[config.mk]
export PLATFORM = sky130hd
export DESIGN_NAME = panel_key_echo_framer
export DESIGN_NICKNAME = d
export VERILOG_FILES = /design/src/rtl/pkef_pkg.sv /design/src/rtl/pkef_frame_gen.sv /design/src/rtl/panel_key_echo_framer.sv
export SDC_FILE = /design/constraint.sdc
export NUM_CORES = 1
export LEC_CHECK = 0
export ABC_AREA = 0
export ABC_CLOCK_PERIOD_IN_PS = 3800
export BUFFER_PORTS_ARGS = -buffer_cell sky130_fd_sc_hd__buf_2
export CELL_PAD_IN_SITES_DETAIL_PLACEMENT = 1
export CELL_PAD_IN_SITES_GLOBAL_PLACEMENT = 1
export CORE_MARGIN = 4
export CORE_UTILIZATION = 45
export DETAILED_ROUTE_END_ITERATION = 10
export PLACE_DENSITY = 0.79
export SLEW_MARGIN = 10
export SYNTH_ARGS = -nofsm -noshare
export SYNTH_HDL_FRONTEND = slang
export SYNTH_HIERARCHICAL = 1
export SYNTH_SLANG_ARGS = --single-unit
[constraint.sdc]
create_clock -name clk -period 3.8 [get_ports clk]
set_clock_uncertainty 0.05 [all_clocks]
set_input_delay 0.38 -clock clk [delete_from_list [all_inputs] [get_ports clk]]
set_output_delay 0.38 -clock clk [all_outputs]
set_load 0.005 [all_outputs]
[src/rtl/pkef_pkg.sv]
package pkef_pkg;

  // Key codes seen on the panel link.
  localparam logic [6:0] KEY_MASK      = 7'h7F;
  localparam logic [6:0] KEY_APPEL     = 7'h04;
  localparam logic [6:0] KEY_PTT_PRESS = 7'h2E;
  localparam logic [6:0] KEY_ON_OFF    = 7'h60;

  // Bytes and display codes sent back to the panel.
  localparam logic [6:0] FRAME_START = 7'h78;
  localparam logic [6:0] POWER_OFF   = 7'h6A;
  localparam logic [6:0] CODE_SPACE  = 7'h24;
  localparam logic [6:0] CODE_A      = 7'h0A;
  localparam logic [6:0] CODE_B      = 7'h25;
  localparam logic [6:0] CODE_C      = 7'h10;
  localparam logic [6:0] CODE_D      = 7'h0D;
  localparam logic [6:0] CODE_E      = 7'h0E;
  localparam logic [6:0] CODE_F      = 7'h27;
  localparam logic [6:0] CODE_K      = 7'h14;
  localparam logic [6:0] CODE_Y      = 7'h22;

  // Run lengths: power-off bytes before the frame, and the frame itself.
  localparam int OFF_RUN_LEN = 10;
  localparam int FRAME_LEN   = 9;
  localparam int IDX_W       = 5;
  localparam int POS_W       = 4;

  localparam logic [IDX_W-1:0] LAST_IDX_KEY = IDX_W'(FRAME_LEN - 1);
  localparam logic [IDX_W-1:0] LAST_IDX_OFF = IDX_W'(OFF_RUN_LEN + FRAME_LEN - 1);

  // One byte of a run, handed from the frame generator to the output stage.
  typedef struct packed {
    logic [7:0] tx;
    logic       last;
  } seq_byte_t;

  // Display code of one hex digit.
  function automatic logic [6:0] hex_code(input logic [3:0] nib);
    logic [6:0] c;
    case (nib)
      4'hA:    c = CODE_A;
      4'hB:    c = CODE_B;
      4'hC:    c = CODE_C;
      4'hD:    c = CODE_D;
      4'hE:    c = CODE_E;
      4'hF:    c = CODE_F;
      default: c = {3'b000, nib};
    endcase
    return c;
  endfunction

endpackage

[src/rtl/pkef_frame_gen.sv]
module pkef_frame_gen (
  input  logic                     off,
  input  logic [6:0]               key,
  input  logic [pkef_pkg::IDX_W-1:0] idx,
  output pkef_pkg::seq_byte_t      byte_o
);
  import pkef_pkg::*;

  logic [IDX_W-1:0] pos_full;
  logic [POS_W-1:0] pos;
  logic [6:0]       data;

  // Position inside the frame; the power-off bytes come ahead of it.
  assign pos_full = off ? (idx - IDX_W'(OFF_RUN_LEN)) : idx;
  assign pos      = pos_full[POS_W-1:0];

  // Frame bytes: start code, then text characters 7,3,6,2,5,1,4,0.
  always_comb begin
    data = FRAME_START;
    if (off && (idx < IDX_W'(OFF_RUN_LEN))) begin
      data = POWER_OFF;
    end else if (off) begin
      case (pos)
        4'd0:    data = FRAME_START;
        4'd1:    data = CODE_SPACE;
        4'd2:    data = CODE_SPACE;
        4'd3:    data = CODE_E;
        4'd4:    data = CODE_E;
        4'd5:    data = CODE_Y;
        4'd6:    data = CODE_Y;
        4'd7:    data = CODE_B;
        4'd8:    data = CODE_B;
        default: data = FRAME_START;
      endcase
    end else begin
      case (pos)
        4'd0:    data = FRAME_START;
        4'd1:    data = CODE_SPACE;
        4'd2:    data = CODE_SPACE;
        4'd3:    data = CODE_SPACE;
        4'd4:    data = CODE_Y;
        4'd5:    data = hex_code(key[3:0]);
        4'd6:    data = CODE_E;
        4'd7:    data = hex_code({1'b0, key[6:4]});
        4'd8:    data = CODE_K;
        default: data = FRAME_START;
      endcase
    end
  end

  // Even parity goes in bit 7.
  assign byte_o.tx   = {^data, data};
  assign byte_o.last = off ? (idx == LAST_IDX_OFF) : (idx == LAST_IDX_KEY);

endmodule

[src/rtl/panel_key_echo_framer.sv]
// A key request goes from the input register to the run sequencer to the output register.
// Throughput: one byte per cycle while out_ready allows; a key run is 9 bytes, the on/off
// run 19 bytes, set by the byte counter of the frame sequencer. The next key is held in an
// input register and starts right after the last byte of the current run, unless halted.
// Reset (rst_n low, synchronous) clears all valid flags and the halted flag.
module panel_key_echo_framer (
  input  logic       clk,
  input  logic       rst_n,
  input  logic       in_valid,
  output logic       in_ready,
  input  logic [7:0] in_rx_byte,
  output logic       out_valid,
  input  logic       out_ready,
  output logic [7:0] out_tx_byte,
  output logic       out_last
);
  import pkef_pkg::*;

  logic             pend_valid_r;
  logic [6:0]       pend_key_r;
  logic             cur_active_r;
  logic             cur_off_r;
  logic [6:0]       cur_key_r;
  logic [IDX_W-1:0] idx_r;
  logic             halted_r;
  logic             out_valid_r;
  logic [7:0]       out_tx_r;
  logic             out_last_r;

  logic [6:0]       in_key;
  logic             in_take;
  logic             step;
  logic             cur_free;
  logic             pend_take;
  logic             cur_load;
  seq_byte_t        gen_byte;

  // Key code of the incoming request, with APPEL remapped.
  always_comb begin
    in_key = in_rx_byte[6:0] & KEY_MASK;
    if (in_key == KEY_APPEL) begin
      in_key = KEY_PTT_PRESS;
    end
  end

  pkef_frame_gen u_gen (
    .off    (cur_off_r),
    .key    (cur_key_r),
    .idx    (idx_r),
    .byte_o (gen_byte)
  );

  // Handshake and sequencing control.
  assign step      = cur_active_r && (!out_valid_r || out_ready);
  assign cur_free  = !cur_active_r || (step && gen_byte.last);
  assign pend_take = pend_valid_r && (halted_r || cur_free);
  assign cur_load  = pend_take && !halted_r;
  assign in_ready  = !pend_valid_r || pend_take;
  assign in_take   = in_valid && in_ready;

  // Input register.
  always_ff @(posedge clk) begin
    if (!rst_n) begin
      pend_valid_r <= 1'b0;
    end else if (in_take) begin
      pend_valid_r <= 1'b1;
    end else if (pend_take) begin
      pend_valid_r <= 1'b0;
    end
    if (in_take) begin
      pend_key_r <= in_key;
    end
  end

  // Run sequencer and halted flag.
  always_ff @(posedge clk) begin
    if (!rst_n) begin
      cur_active_r <= 1'b0;
      halted_r     <= 1'b0;
      idx_r        <= '0;
    end else if (cur_load) begin
      cur_active_r <= 1'b1;
      idx_r        <= '0;
      if (pend_key_r == KEY_ON_OFF) begin
        halted_r <= 1'b1;
      end
    end else if (step) begin
      if (gen_byte.last) begin
        cur_active_r <= 1'b0;
      end
      idx_r <= idx_r + 1'b1;
    end
    if (cur_load) begin
      cur_off_r <= (pend_key_r == KEY_ON_OFF);
      cur_key_r <= pend_key_r;
    end
  end

  // Output register.
  always_ff @(posedge clk) begin
    if (!rst_n) begin
      out_valid_r <= 1'b0;
    end else if (step) begin
      out_valid_r <= 1'b1;
    end else if (out_ready) begin
      out_valid_r <= 1'b0;
    end
    if (step) begin
      out_tx_r   <= gen_byte.tx;
      out_last_r <= gen_byte.last;
    end
  end

  assign out_valid   = out_valid_r;
  assign out_tx_byte = out_tx_r;
  assign out_last    = out_last_r;

  // Once halted, the block stays halted until reset.
  a_halt_sticky: assert property (@(posedge clk) disable iff (!rst_n)
    halted_r |=> halted_r)
    else $error("halted flag cleared without reset");

  // The byte counter never runs past the end of its run.
  a_idx_range: assert property (@(posedge clk) disable iff (!rst_n)
    cur_active_r |-> (idx_r <= (cur_off_r ? LAST_IDX_OFF : LAST_IDX_KEY)))
    else $error("byte counter beyond end of run");

  // While halted, only the on/off run may still be in progress.
  a_halt_run: assert property (@(posedge clk) disable iff (!rst_n)
    halted_r |-> !(cur_active_r && !cur_off_r))
    else $error("key run active while halted");

  // No new run starts while halted.
  a_no_load_halted: assert property (@(posedge clk) disable iff (!rst_n)
    (halted_r && !cur_active_r) |=> !cur_active_r)
    else $error("run started while halted");

endmodule
==> results.tsv <==
stage	metric	value	unit
run_status	outcome	completed	
critical_path	crit_type	flop to flop	
critical_path	timing.critical_path.cells	inv_1 > ha_1 > nor4bb_1 > a211o_1 > nor3b_1 > o32ai_4 > xnor3_1 > xnor2_1 > mux2i_1	
timing	timing.final.crit_share	89.13	%
final_layout	fraction_of_final_layout_cells_sized_beyond_drive_strength_1	19.62	%
timing	max-slew-margin-rel	45.13	%
logic_synthesis	distinct_cell_type_count_of_the_synthesized_netlist	54	
timing	finalMaxSlewViolations	0	
timing	finalHoldViolations	0	
place	pre_cts_ws	453.1	ps
critical_path	worst_ep_arrival_time	3470	ps
drt	routedWlPerCell	17.05	microns
logic_synthesis	number_of_nets_in_the_synthesized_netlist	208	
cts	clock_tree.htree_level_count	2	
global_routing	global_route.usage.total	18.60	%
pwr	power.share.switching	24.02	%
global_routing	wire_length_of_the_first_global_routing_pass	7769	microns
critical_path	r2r_setup_slack	410	ps
logic_synthesis	syn_avg_cell_area	10.37	sq um
timing	setup_slack	413.2	ps
critical_path	critical_path.slowest_cell	sky130_fd_sc_hd__dfxtp_1	
final_layout	area_used_by_multi_input_combinational_logic	965.9	sq um
drt	postRouteWirelength	4416	microns
cts	cts_inserted_buffers	5	
flow_run	cap_violations	0	
drt	detail_route.drc_violations	0	
cts	clock-root-buffer	sky130_fd_sc_hd__clkbuf_8	
global_routing	grt_max_degree	22	
cts	ctsResizeCount	0	
logic_synthesis	synth-warning-count	6	
cts	tritoncts	built	
pwr	power.share.combinational	11.4	%
logic_synthesis	synth_edf_count	24	
logic_synthesis	syn_inst	189	
logic_synthesis	synth_seq_area_share	45.98	%
critical_path	critical_path_peak_fanout	13	
global_routing	grt_pass1_vias	1667	
logic_synthesis	async_flop_share	0	%
place	io_buffers	21	
cts	post-cts-setup-buffers	0	
drt	drt_pass1_iterations	4	
final_layout	fillers	469	
final_layout	layout_commonest_cell	sky130_fd_sc_hd__edfxtp_1	
critical_path	timing.critical_path.from_type	flop	
die	design.portCount	23	
cts	insertion_delay	290	ps
critical_path	worst_path_dominant_cell_family	simple AND/OR/NAND/NOR gates	
pwr	seq_power_share	49.3	%
timing	timing_worst_slew_pin_value	820.1	ps
timing	post-route-min-period	3387	ps
logic_synthesis	synth_top_area_share	36.78	%
min_path	hold_path.startpoint	in_rx_byte[6]	
final_layout	antenna-diode-count	0	
final_layout	final_net_count	227	
logic_synthesis	most_instantiated_flip_flop_cell_in_the_synthesis_netlist	sky130_fd_sc_hd__edfxtp_1	
timing	final.setup.tns	0	ps
final_layout	layout.area.seq	900.9	sq um
pwr	cell_internal_pwr	0.0006428	W
logic_synthesis	yosys.area.top_type	sky130_fd_sc_hd__edfxtp_1	
final_layout	final_cell_mix	24 x sky130_fd_sc_hd__edfxtp_1, 21 x sky130_fd_sc_hd__buf_2, 19 x sky130_fd_sc_hd__nand2_1, 11 x sky130_fd_sc_hd__inv_1, 10 x sky130_fd_sc_hd__a21oi_1	
place	place_congestion	0.8736	
drt	detail_route.vias_per_cell	5.857	
logic_synthesis	synth_seq_cells	33	
pwr	leakagePower	0.7966	nW
critical_path	cp-end-kind	flop	
cts	clk_path_buf_depth	2	
global_routing	number_of_antenna_violations_at_the_first_check_in_global_routing	0	
critical_path	worstPathRequired	3880	ps
critical_path	cp.buffers_inverters	1	
global_routing	grt_overflow_total	0	
pwr	p_per_area	383.5	nW/um^2
pwr	p_clk_share	39.3	%
drt	number_of_nets_with_antenna_violations_after_routing	0	
timing	finalSetupViolations	0	
die	fp.dieArea	5474	sq um
final_layout	fin_area	2206	sq um
drt	detail_route.iter0.violations	95	
pwr	ir_worst_vdd	244.0	uV
critical_path	worstReg2RegStart	idx_r[2]	
cts	clock_pin_slew_of_the_registers_on_the_worst_case_setup_and_hold_paths	70	ps
drt	routed-via-count	1517	
critical_path	timing.critical_path.depth	9	
final_layout	layout_area_growth_over_synthesis	12.58	%
place	dpl-instance-area	2091	sq um
critical_path	reg2reg_depth	9	
logic_synthesis	synth_area	1959	sq um
place	hpwl	3393	microns
timing	grt_setup_unrepaired	no	
cts	clock_sink_count	33	
critical_path	critical_path.reg2reg.endpoint	out_tx_byte[7]	
min_path	timing.hold.worst_path_depth	1	
min_path	timing.hold.worst_endpoint	pend_key_r[6]	
die	initial_cell_density_of_the_core	47.61	%
critical_path	largest_incremental_delay_on_the_critical_path	490	ps
min_path	holdCritPathClass	input pin to flop	
logic_synthesis	synthTopCellsByArea	sky130_fd_sc_hd__edfxtp_1 37%, sky130_fd_sc_hd__dfxtp_1 9.2%, sky130_fd_sc_hd__ha_1 4.5%, sky130_fd_sc_hd__nand2_1 3.6%, sky130_fd_sc_hd__a21oi_1 2.6%	
die	fp-row-count	23	
die	coreArea	4115	sq um
die	fp.dieH	73.99	microns
timing	max_freq	295.3	MHz
pwr	netSwitchingPower	0.0002032	W
cts	cts_hold_fix_bufs	0	
die	width_of_the_die	73.99	microns
==> through the flow <==
step / util [%] / cells / hold WS, ps / total power, W
2_1_floorplan: - / 189 / 368.1 / 0.0004887
3_3_place_gp: 50.81 / 251 / 384.5 / 0.0005145
3_5_place_dp: 50.81 / 251 / 391.3 / 0.0005218
4_1_cts: 53.60 / 259 / 221.0 / 0.0008576
5_1_grt: 53.60 / 259 / 220.8 / 0.0008902
6_report: 53.60 / 259 / 233.0 / 0.0008460
==> power groups by stage <==
| stage | combinational (W) | sequential, W | clock, W |
|---|---|---|---|
| finish | 0.0000967 | 0.000417 | 0.000333 |
| floorplan | 0.0000660 | 0.000423 | 0 |
| global placement | 0.0000913 | 0.000423 | 0 |
| global route | 0.000107 | 0.000419 | 0.000364 |
| CTS | 0.0000971 | 0.000417 | 0.000344 |
| detailed placement | 0.0000968 | 0.000425 | 0 |
==> synth_stat cells, types with 3 or more instances <==
| cell | n |
|---|---|
| sky130_fd_sc_hd__a21oi_1 | 10 |
| sky130_fd_sc_hd__a21o_1 | 3 |
| sky130_fd_sc_hd__edfxtp_1 | 24 |
| sky130_fd_sc_hd__mux2i_1 | 3 |
| sky130_fd_sc_hd__o21ai_0 | 7 |
| sky130_fd_sc_hd__inv_1 | 11 |
| sky130_fd_sc_hd__nor2_1 | 6 |
| sky130_fd_sc_hd__a211oi_1 | 3 |
| sky130_fd_sc_hd__nor3b_1 | 4 |
| sky130_fd_sc_hd__xnor2_1 | 5 |
| sky130_fd_sc_hd__ha_1 | 7 |
| sky130_fd_sc_hd__clkbuf_1 | 6 |
| sky130_fd_sc_hd__nor2b_1 | 7 |
| sky130_fd_sc_hd__o31ai_1 | 3 |
| sky130_fd_sc_hd__and2_1 | 3 |
| sky130_fd_sc_hd__nor4_1 | 3 |
| sky130_fd_sc_hd__a221oi_1 | 5 |
| sky130_fd_sc_hd__dfxtp_1 | 9 |
| sky130_fd_sc_hd__nand2_1 | 19 |
| sky130_fd_sc_hd__nand3_1 | 6 |
==> layout make-up <==
| class | instances | area share (%) |
|---|---|---|
| multi-input cells | 134 | 43.79 |
| flip-flops and latches | 33 | 40.84 |
| repair buffers | 23 | 5.445 |
| inverters | 11 | 1.872 |
| well taps | 50 | 2.836 |
| clock inverters | 3 | 2.099 |
| clock buffers | 5 | 3.120 |
==> worst reg2reg max path, cell delays in order, from the launching register on <==
cell                       delay [ps]
sky130_fd_sc_hd__dfxtp_1          490
sky130_fd_sc_hd__inv_1            140
sky130_fd_sc_hd__ha_1             470
sky130_fd_sc_hd__nor4bb_1         380
sky130_fd_sc_hd__a211o_1          280
sky130_fd_sc_hd__nor3b_1          430
sky130_fd_sc_hd__o32ai_4          170
sky130_fd_sc_hd__xnor3_1          370
sky130_fd_sc_hd__xnor2_1          230
sky130_fd_sc_hd__mux2i_1          230
==> sequential cells by signal, indices dropped and copies added, names as in the netlist <==
signal	flops
cur_key_r	7
out_last	1
cur_off_r	1
idx_r	5
pend_valid_r	1
pend_key_r	7
halted_r	1
out_valid	1
out_tx_byte	8
cur_active_r	1
==> how the worst max path moves through the flow <==
stage	end	slack, ps	from
after floorplan	out_tx_byte[7]	660	cur_off_r
after global placement	out_tx_byte[7]	740	idx_r[2]
after detailed placement	out_tx_byte[7]	450	idx_r[2]
after CTS	out_tx_byte[7]	400	idx_r[2]
after global routing	out_tx_byte[7]	220	idx_r[2]
final	out_tx_byte[7]	410	idx_r[2]
==> per-layer routing <==
layer | global-route usage [%] | share of wire [%]
met1 | 20.58 | 41
met2 | 34.15 | 54
met3 | 4.054 | 3.8
met4 | 7.847 | 1.6
met5 | 0 | 0
==> cells by family after synthesis <==
| logic type | Yosys count | share of synthesized area [%] |
|---|---|---|
| compound gates | 50 | 19.54 |
| xor+xnor | 8 | 4.278 |
| fa+ha+maj | 7 | 4.470 |
| buf+inv | 22 | 4.725 |
| flops | 33 | 45.98 |
| mux | 3 | 1.533 |
| simple gates | 66 | 19.48 |
No activity file was read; power rests on OpenSTA's default activity.
